$ cat src/hdl/cdfrs_pkg.sv
// Shared constants and item types for the cumulative-weight index selector.
`default_nettype none
package cdfrs_pkg;

  localparam int MAX_PARTICLES = 256;
  localparam int IDX_W         = $clog2(MAX_PARTICLES);
  localparam int CNT_W         = $clog2(MAX_PARTICLES + 1);
  localparam int TOTAL_W       = 24;
  localparam int WEIGHT_W      = 16;

  localparam logic [1:0] OP_LOAD  = 2'd0;
  localparam logic [1:0] OP_DRAW  = 2'd1;
  localparam logic [1:0] OP_CLEAR = 2'd2;

  localparam logic [1:0] ST_OK         = 2'd0;
  localparam logic [1:0] ST_NOT_FOUND  = 2'd1;
  localparam logic [1:0] ST_TABLE_FULL = 2'd2;

  typedef struct packed {
    logic [1:0]  operation;
    logic [15:0] weight;
    logic [15:0] sample;
  } item_t;

  typedef struct packed {
    logic [7:0] chosen_index;
    logic [1:0] status;
  } result_t;

  typedef struct packed {
    logic load;
    logic draw;
    logic clear;
    logic step;
    logic capture;
  } cmd_t;

  typedef struct packed {
    logic empty;
    logic converged;
  } stat_t;

endpackage
`default_nettype wire

$ cat src/hdl/cdfrs_ctrl.sv
// Controller: accepts items, sequences the table search and drives the result strobe.
`default_nettype none
module cdfrs_ctrl (
  input  wire logic             clk,
  input  wire logic             rst,
  input  wire logic             start,
  input  wire logic [1:0]       operation,
  input  wire cdfrs_pkg::stat_t stat,
  output cdfrs_pkg::cmd_t       cmd,
  output logic                  busy,
  output logic                  done
);

  typedef enum logic [1:0] {
    IDLE   = 2'b01,
    SEARCH = 2'b10
  } state_t;

  state_t state;
  state_t state_next;
  logic   accept;

  assign accept = start && (state == IDLE);
  assign busy   = (state == SEARCH);

  always_comb begin
    cmd.load    = accept && (operation == cdfrs_pkg::OP_LOAD);
    cmd.draw    = accept && (operation == cdfrs_pkg::OP_DRAW);
    cmd.clear   = accept && (operation == cdfrs_pkg::OP_CLEAR);
    cmd.step    = (state == SEARCH);
    cmd.capture = cmd.load || (cmd.draw && stat.empty) || (cmd.step && stat.converged);
  end

  always_comb begin
    state_next = state;
    case (state)
      IDLE: begin
        if (cmd.draw && !stat.empty) state_next = SEARCH;
      end
      SEARCH: begin
        if (stat.converged) state_next = IDLE;
      end
      default: state_next = IDLE;
    endcase
  end

  always_ff @(posedge clk) begin
    if (rst) begin
      state <= IDLE;
      done  <= 1'b0;
    end else begin
      state <= state_next;
      done  <= cmd.capture;
    end
  end

endmodule
`default_nettype wire

$ cat config.mk
export PLATFORM = sky130hd
export DESIGN_NAME = cdfrs_ctrl
export DESIGN_NICKNAME = d
export VERILOG_FILES = /design/src/hdl/cdfrs_pkg.sv /design/src/hdl/cdfrs_ctrl.sv
export SDC_FILE = /design/constraint.sdc
export NUM_CORES = 1
export LEC_CHECK = 0
export ABC_AREA = 1
export BUFFER_PORTS_ARGS = -buffer_cell sky130_fd_sc_hd__clkbuf_2
export CAP_MARGIN = 20
export CORE_AREA = 2 2 39 41
export DETAILED_ROUTE_END_ITERATION = 10
export DIE_AREA = 0 0 41 43
export PLACE_DENSITY = 0.43
export SLEW_MARGIN = 20
export SYNTH_ARGS = -nofsm -noshare
export SYNTH_HDL_FRONTEND = slang
export SYNTH_SLANG_ARGS = --single-unit
$ cat constraint.sdc
create_clock -name clk -period 1.1 [get_ports clk]
set_input_delay 0.275 -clock clk [delete_from_list [all_inputs] [get_ports clk]]
set_output_delay 0.275 -clock clk [all_outputs]
set_load 0.1 [all_outputs]
==> metrics.log, run 1 <==
INFO  metric run_status = finished with violations
INFO  metric failing_checks = setup timing
INFO  metric num-fill-cells = between 100 and 150
INFO  metric first_pass_iters = 2
INFO  metric rr_endpoint = state[0]
INFO  metric yosysMostFrequentCell = sky130_fd_sc_hd__nand2_1
INFO  metric worst_r2r_path_depth = 7
INFO  metric avgViaCountPerCell = approximately 3.4
INFO  metric power.switching = roughly 170 uW
INFO  metric synth_top_cell_by_area = sky130_fd_sc_hd__dfxtp_1
INFO  metric timing.final.ws_setup = -0.328 ns
INFO  metric timing.critical_path.from = state[1]
INFO  metric synth_area = 186 sq um
INFO  metric placementRows = 14
INFO  metric die_height = ~43 um
INFO  metric ioPinCount = 14
INFO  metric ys_seq_elements = 3
INFO  metric multi_input_area = 143 sq um
INFO  metric fraction_of_the_mapped_netlist_area_in_simple_logic_gates = 40.9%
INFO  metric cts_root_buf = sky130_fd_sc_hd__clkbuf_4
INFO  metric global_route.overflow_total = 0
INFO  metric syn_avg_cell_area = ~6.4 sq um
INFO  metric cell_internal_pwr = 314 uW
INFO  metric detailedPlacementHpwl = about 430 um
INFO  metric cts_tree = done
INFO  metric route.vias.total = 230
INFO  metric p_seq_share = 23.9%
INFO  metric areaGrowthSynthToFinish = 174%
INFO  metric synth_edf_count = 0
INFO  metric yosysSeqAreaShare = between 30% and 40%
INFO  metric r2r_start = state[1]
INFO  metric route.detailed.drc = 0
INFO  metric fin_setup_tns = -1.62 ns
INFO  metric post_cts_buffers = 0
INFO  metric min_from = rst
INFO  metric clkSlewWorstSetupHoldPaths = roughly 0.040 ns
INFO  metric cts_max_path_buffers = 2
INFO  metric port_buffers = 13
INFO  metric max_clock_freq = 0.700 GHz
INFO  metric timing.critical_path.arrival = around 1.2 ns
INFO  metric grt_first_pass_wirelength = around 900 um
INFO  metric timing.final.hold_violations = 0
INFO  metric post-synth-top-area-fraction = roughly a third
INFO  metric max_slew_margin = between 80% and 90%
INFO  metric wire_per_inst = 7.69 um
INFO  metric finalSetupViolCount = 6
INFO  metric drtAntennaViolNets = 0
INFO  metric max-cap-violations = 0
INFO  metric hold_path_depth = 2
INFO  metric maxSlewViolCount = 0
INFO  metric post_synth_num_cell_types = 12
INFO  metric ff2ff_setup_slack = around 0.10 ns
INFO  metric timing.clock.skew = ~0.0046 ns
INFO  metric place.gp.congestion = approximately 0.66
INFO  metric finalWirelength = 515 um
INFO  metric power.share.combinational = a little over a third
INFO  metric synth_common_cells = sky130_fd_sc_hd__nand2_1 (8), sky130_fd_sc_hd__inv_1 (5), sky130_fd_sc_hd__inv_2 (4)
INFO  metric crit_fanout = 3
INFO  metric crit_path_end_kind = output port
INFO  metric layoutNonFillerInstCount = 67
INFO  metric switching_fraction_of_total_power = approximately 35%
INFO  metric worst-setup-path-type = reg2out
INFO  metric hold-path-endpoint = done
INFO  metric floorplan.initialDensity = a little over an eighth
INFO  metric final_layout_size_suffix_gt1_share = 76.5%
INFO  metric synthMuxAreaShare = 0%
INFO  metric drtIter0Drc = 1
INFO  metric share_clk_of_total_power = a little over 40%
INFO  metric hold_buffers = 0
INFO  metric cts.sinks = 3
INFO  metric share_of_flip_flops_with_an_asynchronous_set_or_reset_after_synthesis = 0%
INFO  metric die_area = around 0.0018 sq mm
INFO  metric final_nets = roughly 60
INFO  metric htree_levels = 1
INFO  metric grt_setup_unrepaired = yes
INFO  metric place.detailed.instances = 63
INFO  metric startpoint_type = flip-flop
INFO  metric grt_start_max_net_pins = 4
INFO  metric worst_ir_drop_vdd = 533 uV
INFO  metric timing.final.crit_share = 130%
INFO  metric postSynth.topFlopCell = sky130_fd_sc_hd__dfxtp_1
INFO  metric share_of_the_synthesized_area_in_compound_gates_ao_oa_aoi_oai = under 10%
INFO  metric postSynthNetCount = 36
INFO  metric synth_top_cells_by_area = sky130_fd_sc_hd__dfxtp_1 (32%), sky130_fd_sc_hd__nand2_1 (16%), sky130_fd_sc_hd__inv_1 (10%)
INFO  metric design.core.area = between 0.001 and 0.0015 sq mm
INFO  metric synth_fa_ha_area_share = 0%
INFO  metric globalRouteTotalUtil = roughly 7.9%
INFO  metric combined_flip_flop_and_latch_cell_area = roughly 64 sq um
INFO  metric worst_ep_required_time = just over 0.8 ns
INFO  metric ant_cells = 0
INFO  metric path_class_of_the_lowest_slack_min_delay_path = in2reg
INFO  metric post_synth_inst_count = 29
INFO  metric worst_pin_slew = 0.192 ns
INFO  metric report.power.total = slightly below 500 uW
INFO  metric finalWorstPathRequiredPeriod = 1.43 ns
INFO  metric largest_family_of_logic_cells_by_synthesized_area = simple AND/OR/NAND/NOR gates
INFO  metric total_cts_buffers = 3
INFO  metric worst_slack_at_placement = -0.156 ns
INFO  metric antenna_violations_before_repair = 0
INFO  metric floorplan.die.width = just over 40 um
INFO  metric power.density_cell_area = around 940 mW/mm^2
INFO  metric ys.warnings.count = 0
INFO  metric first_global_vias = roughly 230
INFO  metric share_of_the_synthesized_netlist_area_taken_by_xor_and_xnor_gates = 0%
INFO  metric clock_latency_reported_for_the_late_side_of_the_worst_skew_pair = 0.23 ns
INFO  metric p_leak = between 0.2 and 0.3 nW
==> metal layers <==
metal | up-vias | GRT usage [%] | routed length, um
met5 | - | 0 | 0
met4 | 0 | 4.00 | 0
met3 | 0 | 3.66 | 33
met2 | 7 | 11.6 | 292
met1 | 99 | 9.35 | 188
li1 | 124 | - | -
==> power groups by stage <==
stage | registers, mW | logic (mW) | clock network [mW]
floorplan | 0.126 | 0.0899 | 0
global placement | 0.116 | 0.167 | 0
detailed placement | 0.116 | 0.168 | 0
CTS | 0.115 | 0.169 | 0.212
global route | 0.115 | 0.178 | 0.218
finish | 0.115 | 0.170 | 0.196
==> worst max-delay path by stage <==
| stage | end | slack, ns |
|---|---|---|
| floorplan | cmd[0] | -0.53 |
| global placement | cmd[0] | -0.15 |
| detailed placement | cmd[3] | -0.16 |
| CTS | cmd[0] | -0.35 |
| global route | cmd[0] | -0.40 |
| finish | cmd[0] | -0.33 |
==> critical path, stage by stage (launching register included) <==
cell and delay [ns]:
sky130_fd_sc_hd__dfxtp_2 0.31, sky130_fd_sc_hd__inv_2 0.06, sky130_fd_sc_hd__nand3_4 0.10, sky130_fd_sc_hd__nor2_4 0.14, sky130_fd_sc_hd__nand2_4 0.08, sky130_fd_sc_hd__nand2_8 0.06, sky130_fd_sc_hd__buf_12 0.16
==> area by class of cell <==
cell class                 instances  area share, %
multi-input combinational         16           27.9
inverter                           9           7.60
clock buffer                       4           5.15
sequential                         3           12.5
tap                               16           3.92
timing repair buffer              19           42.9
==> cells in the final DEF, fill, tap and decap left out, drive strengths merged <==
cell / Yosys / final
nand2: 9 / 9
nand3: 1 / 1
buf: 1 / 13
nor3: 1 / 1
inv: 9 / 9
clkbuf: 0 / 10
a21oi: 1 / 1
dfxtp: 3 / 3
nor2: 4 / 4
==> state kept, by name, summed over array words and instances (netlist names) <==
register / count
state: 2
done: 1
==> cells by family (layout without fill, tap and decap cells) <==
logic type | Yosys count | in the layout
and+or+nand+nor | 15 | 15
buffers and inverters | 10 | 32
DFF | 3 | 3
AOI/OAI and AO/OA | 1 | 1
==> through the flow <==
step | area, sq um | hold WS, ns | utilization [%]
2_1_floorplan | 262 | 0.330 | -
3_3_place_gp | 477 | 0.450 | 34.4
3_5_place_dp | 477 | 0.450 | 34.4
4_1_cts | 504 | 0.195 | 36.4
5_1_grt | 510 | 0.208 | 36.9
6_report | 510 | 0.205 | 36.9
==> timing repair <==
item,CTS,global route
gates resized for setup,1,2
pin swaps,4,0
setup endpoints to repair,6,8
(Power assumes the default switching activity.)
==> inputs of run 2 (changes only) <==
--- a/config.mk
+++ b/config.mk
@@ -5,13 +5,13 @@
 export SDC_FILE = /design/constraint.sdc
 export NUM_CORES = 1
 export LEC_CHECK = 0
-export ABC_AREA = 1
 export BUFFER_PORTS_ARGS = -buffer_cell sky130_fd_sc_hd__clkbuf_2
 export CAP_MARGIN = 20
 export CORE_AREA = 2 2 39 41
+export CTS_CLUSTER_SIZE = 8
 export DETAILED_ROUTE_END_ITERATION = 10
 export DIE_AREA = 0 0 41 43
-export PLACE_DENSITY = 0.43
+export PLACE_DENSITY = 0.45
 export SLEW_MARGIN = 20
 export SYNTH_ARGS = -nofsm -noshare
 export SYNTH_HDL_FRONTEND = slang
==> metrics.log, run 2 <==
INFO  metric run_status = finished with violations
INFO  metric failing_checks = setup timing
INFO  metric share_clk_of_total_power = between 40% and 50%
INFO  metric grt_setup_unrepaired = yes
INFO  metric postSynthNetCount = 26
INFO  metric floorplan.initialDensity = 14.5%
INFO  metric final_nets = between 40 and 50
INFO  metric timing.critical_path.arrival = 1.18 ns
INFO  metric p_seq_share = 24.2%
INFO  metric p_leak = slightly below 0.2 nW
INFO  metric met2_length = between 300 and 400 um
INFO  metric ant_cells = 0
INFO  metric hold_buffers = 0
INFO  metric ioPinCount = 14
INFO  metric htree_levels = 1
INFO  metric detailedPlacementHpwl = 564 um
INFO  metric antenna_violations_before_repair = 0
INFO  metric share_of_flip_flops_with_an_asynchronous_set_or_reset_after_synthesis = 0%
INFO  metric most_frequent_standard_cell_in_the_layout_excluding_fill_and_tap_cells = sky130_fd_sc_hd__buf_12
INFO  metric synth_top_cell_by_area = sky130_fd_sc_hd__dfxtp_1
INFO  metric cp_slowest_cell = sky130_fd_sc_hd__dfxtp_2
INFO  metric yosysMostFrequentCell = sky130_fd_sc_hd__nor2_1
INFO  metric num-fill-cells = 136
INFO  metric largest_reg_flops = 2
INFO  metric max-cap-violations = 0
INFO  metric finalWirelength = between 600 and 700 um
INFO  metric timing.final.ws_setup = -0.360 ns
INFO  metric synth_edf_count = 0
INFO  metric crit_fanout = 4
INFO  metric placementRows = 14
INFO  metric post_synth_inst_count = 19
INFO  metric ys_seq_elements = 3
INFO  metric final_layout_size_suffix_gt1_share = between 80% and 90%
INFO  metric power.density_cell_area = around 930 mW/mm^2
INFO  metric post_synth_num_cell_types = 13
INFO  metric die_area = between 0.0015 and 0.002 sq mm
INFO  metric cts_max_path_buffers = 2
INFO  metric place.gp.congestion = between 0.6 and 0.7
INFO  metric first_pass_iters = 2
INFO  metric route.detailed.drc = 0
INFO  metric critical_path.max_stage_delay = 0.32 ns
INFO  metric total_cts_buffers = 3
INFO  metric synth_top_cells_by_area = sky130_fd_sc_hd__dfxtp_1 (30%), sky130_fd_sc_hd__nand4bb_4 (14%), sky130_fd_sc_hd__a2bb2o_4 (10%)
INFO  metric path_class_of_the_lowest_slack_min_delay_path = in2reg
INFO  metric syn_avg_cell_area = around 11 sq um
INFO  metric crit_path_end_kind = output port
INFO  metric worst_ep_required_time = 0.82 ns
INFO  metric worst-setup-path-type = reg2out
INFO  metric maxSlewViolCount = 0
INFO  metric finalWorstPathRequiredPeriod = about 1.5 ns
INFO  metric grt_start_max_net_pins = 6
INFO  metric synth_area = roughly 200 sq um
INFO  metric port_buffers = 13
INFO  metric top_register = state
INFO  metric critical_path.cell_chain = nand4bb_4 -> o2bb2ai_4 -> buf_12
INFO  metric worst_slack_at_placement = -0.181 ns
INFO  metric switching_fraction_of_total_power = 33.5%
INFO  metric max_clock_freq = 0.685 GHz
INFO  metric met3_wirelength = around 99 um
INFO  metric die_height = between 40 and 50 um
INFO  metric timing.clock.skew = a little under 0.001 ns
INFO  metric most-common-layout-cells = sky130_fd_sc_hd__buf_12 (7), sky130_fd_sc_hd__clkbuf_2 (6), sky130_fd_sc_hd__buf_4 (4), sky130_fd_sc_hd__clkbuf_4 (3)
INFO  metric power.share.combinational = roughly 34%
INFO  metric post-synth-top-area-fraction = a little under a third
INFO  metric startpoint_type = flip-flop
INFO  metric drtIter0Drc = 3
INFO  metric worst_pin_slew = between 0.2 and 0.3 ns
INFO  metric power.switching = roughly 160 uW
INFO  metric ys.warnings.count = 0
INFO  metric globalRouteTotalUtil = 9.86%
INFO  metric top_regs = state x2, done x1
INFO  metric cts_tree = done
INFO  metric finalSetupViolCount = 6
INFO  metric clkSlewWorstSetupHoldPaths = roughly 0.040 ns
INFO  metric global_route.overflow_total = 0
INFO  metric drtAntennaViolNets = 0
INFO  metric synth_common_cells = sky130_fd_sc_hd__nor2_1 (4), sky130_fd_sc_hd__dfxtp_1 (3), sky130_fd_sc_hd__nor2b_1 (2)
INFO  metric areaGrowthSynthToFinish = 151%
INFO  metric max_slew_margin = approximately four fifths
INFO  metric wire_per_inst = around 12 um
INFO  metric first_global_vias = 249
INFO  metric yosysSeqAreaShare = between 30% and 40%
INFO  metric route.vias.total = roughly 230
INFO  metric timing.final.hold_violations = 0
INFO  metric cts.sinks = 3
INFO  metric design.core.area = 0.00138 sq mm
INFO  metric cts_root_buf = sky130_fd_sc_hd__clkbuf_4
INFO  metric worst_ir_drop_vdd = between 500 and 600 uV
INFO  metric avgViaCountPerCell = 4.09
INFO  metric postSynth.topFlopCell = sky130_fd_sc_hd__dfxtp_1
INFO  metric floorplan.die.width = 41 um
INFO  metric post_cts_buffers = 0
INFO  metric met1_routed_length = around 230 um
INFO  metric grt_first_pass_wirelength = 1110 um
INFO  metric clock_latency_reported_for_the_late_side_of_the_worst_skew_pair = 0.23 ns
INFO  metric routed.top_layer = met3
INFO  metric timing.final.crit_share = 133%
INFO  metric fin_setup_tns = -1.82 ns
INFO  metric cell_internal_pwr = 312 uW
[run 2: layer usage]
layer | GRT usage, % | up-vias
li1 | - | 115
met1 | 10.4 | 98
met2 | 13.8 | 16
met3 | 9.95 | 0
met4 | 2.00 | 0
met5 | 0 | -
[run 2: repair_timing]
item / CTS / global route
hold endpoints to repair: 0 / 0
pin swaps: 4 / 1
setup endpoints to repair: 7 / 7
resized for setup: 3 / 0
[run 2: worst paths after layout]
check | slack, ns | start | end | depth (start not counted)
max | -0.36 | state[1] | cmd[0] | 3
min | 0.27 | rst | done | 2
max reg2reg | 0.02 | state[1] | done | 3
min reg2reg | 0.61 | state[0] | done | 2
[run 2: metrics by stage]
stage	utilization [%]	power, mW	cells	cell area [sq um]	hold WS, ns
6_report	36.3	0.469	56	503	0.267
3_5_place_dp	33.8	0.277	52	468	0.510
5_1_grt	36.3	0.497	56	503	0.278
3_3_place_gp	33.8	0.276	52	468	0.504
4_1_cts	36.3	0.479	56	503	0.263
2_1_floorplan	-	0.211	19	251	0.374
[run 2: area by class of cell]
type / instances / area (sq um) / area share, %
Sequential cell: 3 / 66.3 / 13.2
Tap cell: 16 / 20.0 / 3.98
Timing Repair Buffer: 18 / 211 / 42.0
Clock buffer: 4 / 26.3 / 5.22
Inverter: 1 / 3.75 / 0.746
Multi-Input combinational cell: 14 / 175 / 34.8
[run 2: kinds of logic after synthesis]
family / share of synthesized area [%]
AOI/OAI and AO/OA: 22.5
buffers and inverters: 5.62
DFF: 30.0
and+or+nand+nor: 41.9
[run 2: worst max-delay path: cells and delay by family (launching register included)]
kind | cells | cell delay [ns]
flops | 1 | 0.32
simple gates | 1 | 0.26
buf+inv | 1 | 0.19
compound gates | 1 | 0.18
[run 2: power groups by stage]
stage | Clock (mW) | Combinational [mW] | Sequential (mW)
finish | 0.195 | 0.160 | 0.113
global route | 0.216 | 0.167 | 0.114
CTS | 0.204 | 0.161 | 0.113
detailed placement | 0 | 0.160 | 0.117
global placement | 0 | 0.158 | 0.117
floorplan | 0 | 0.0849 | 0.126
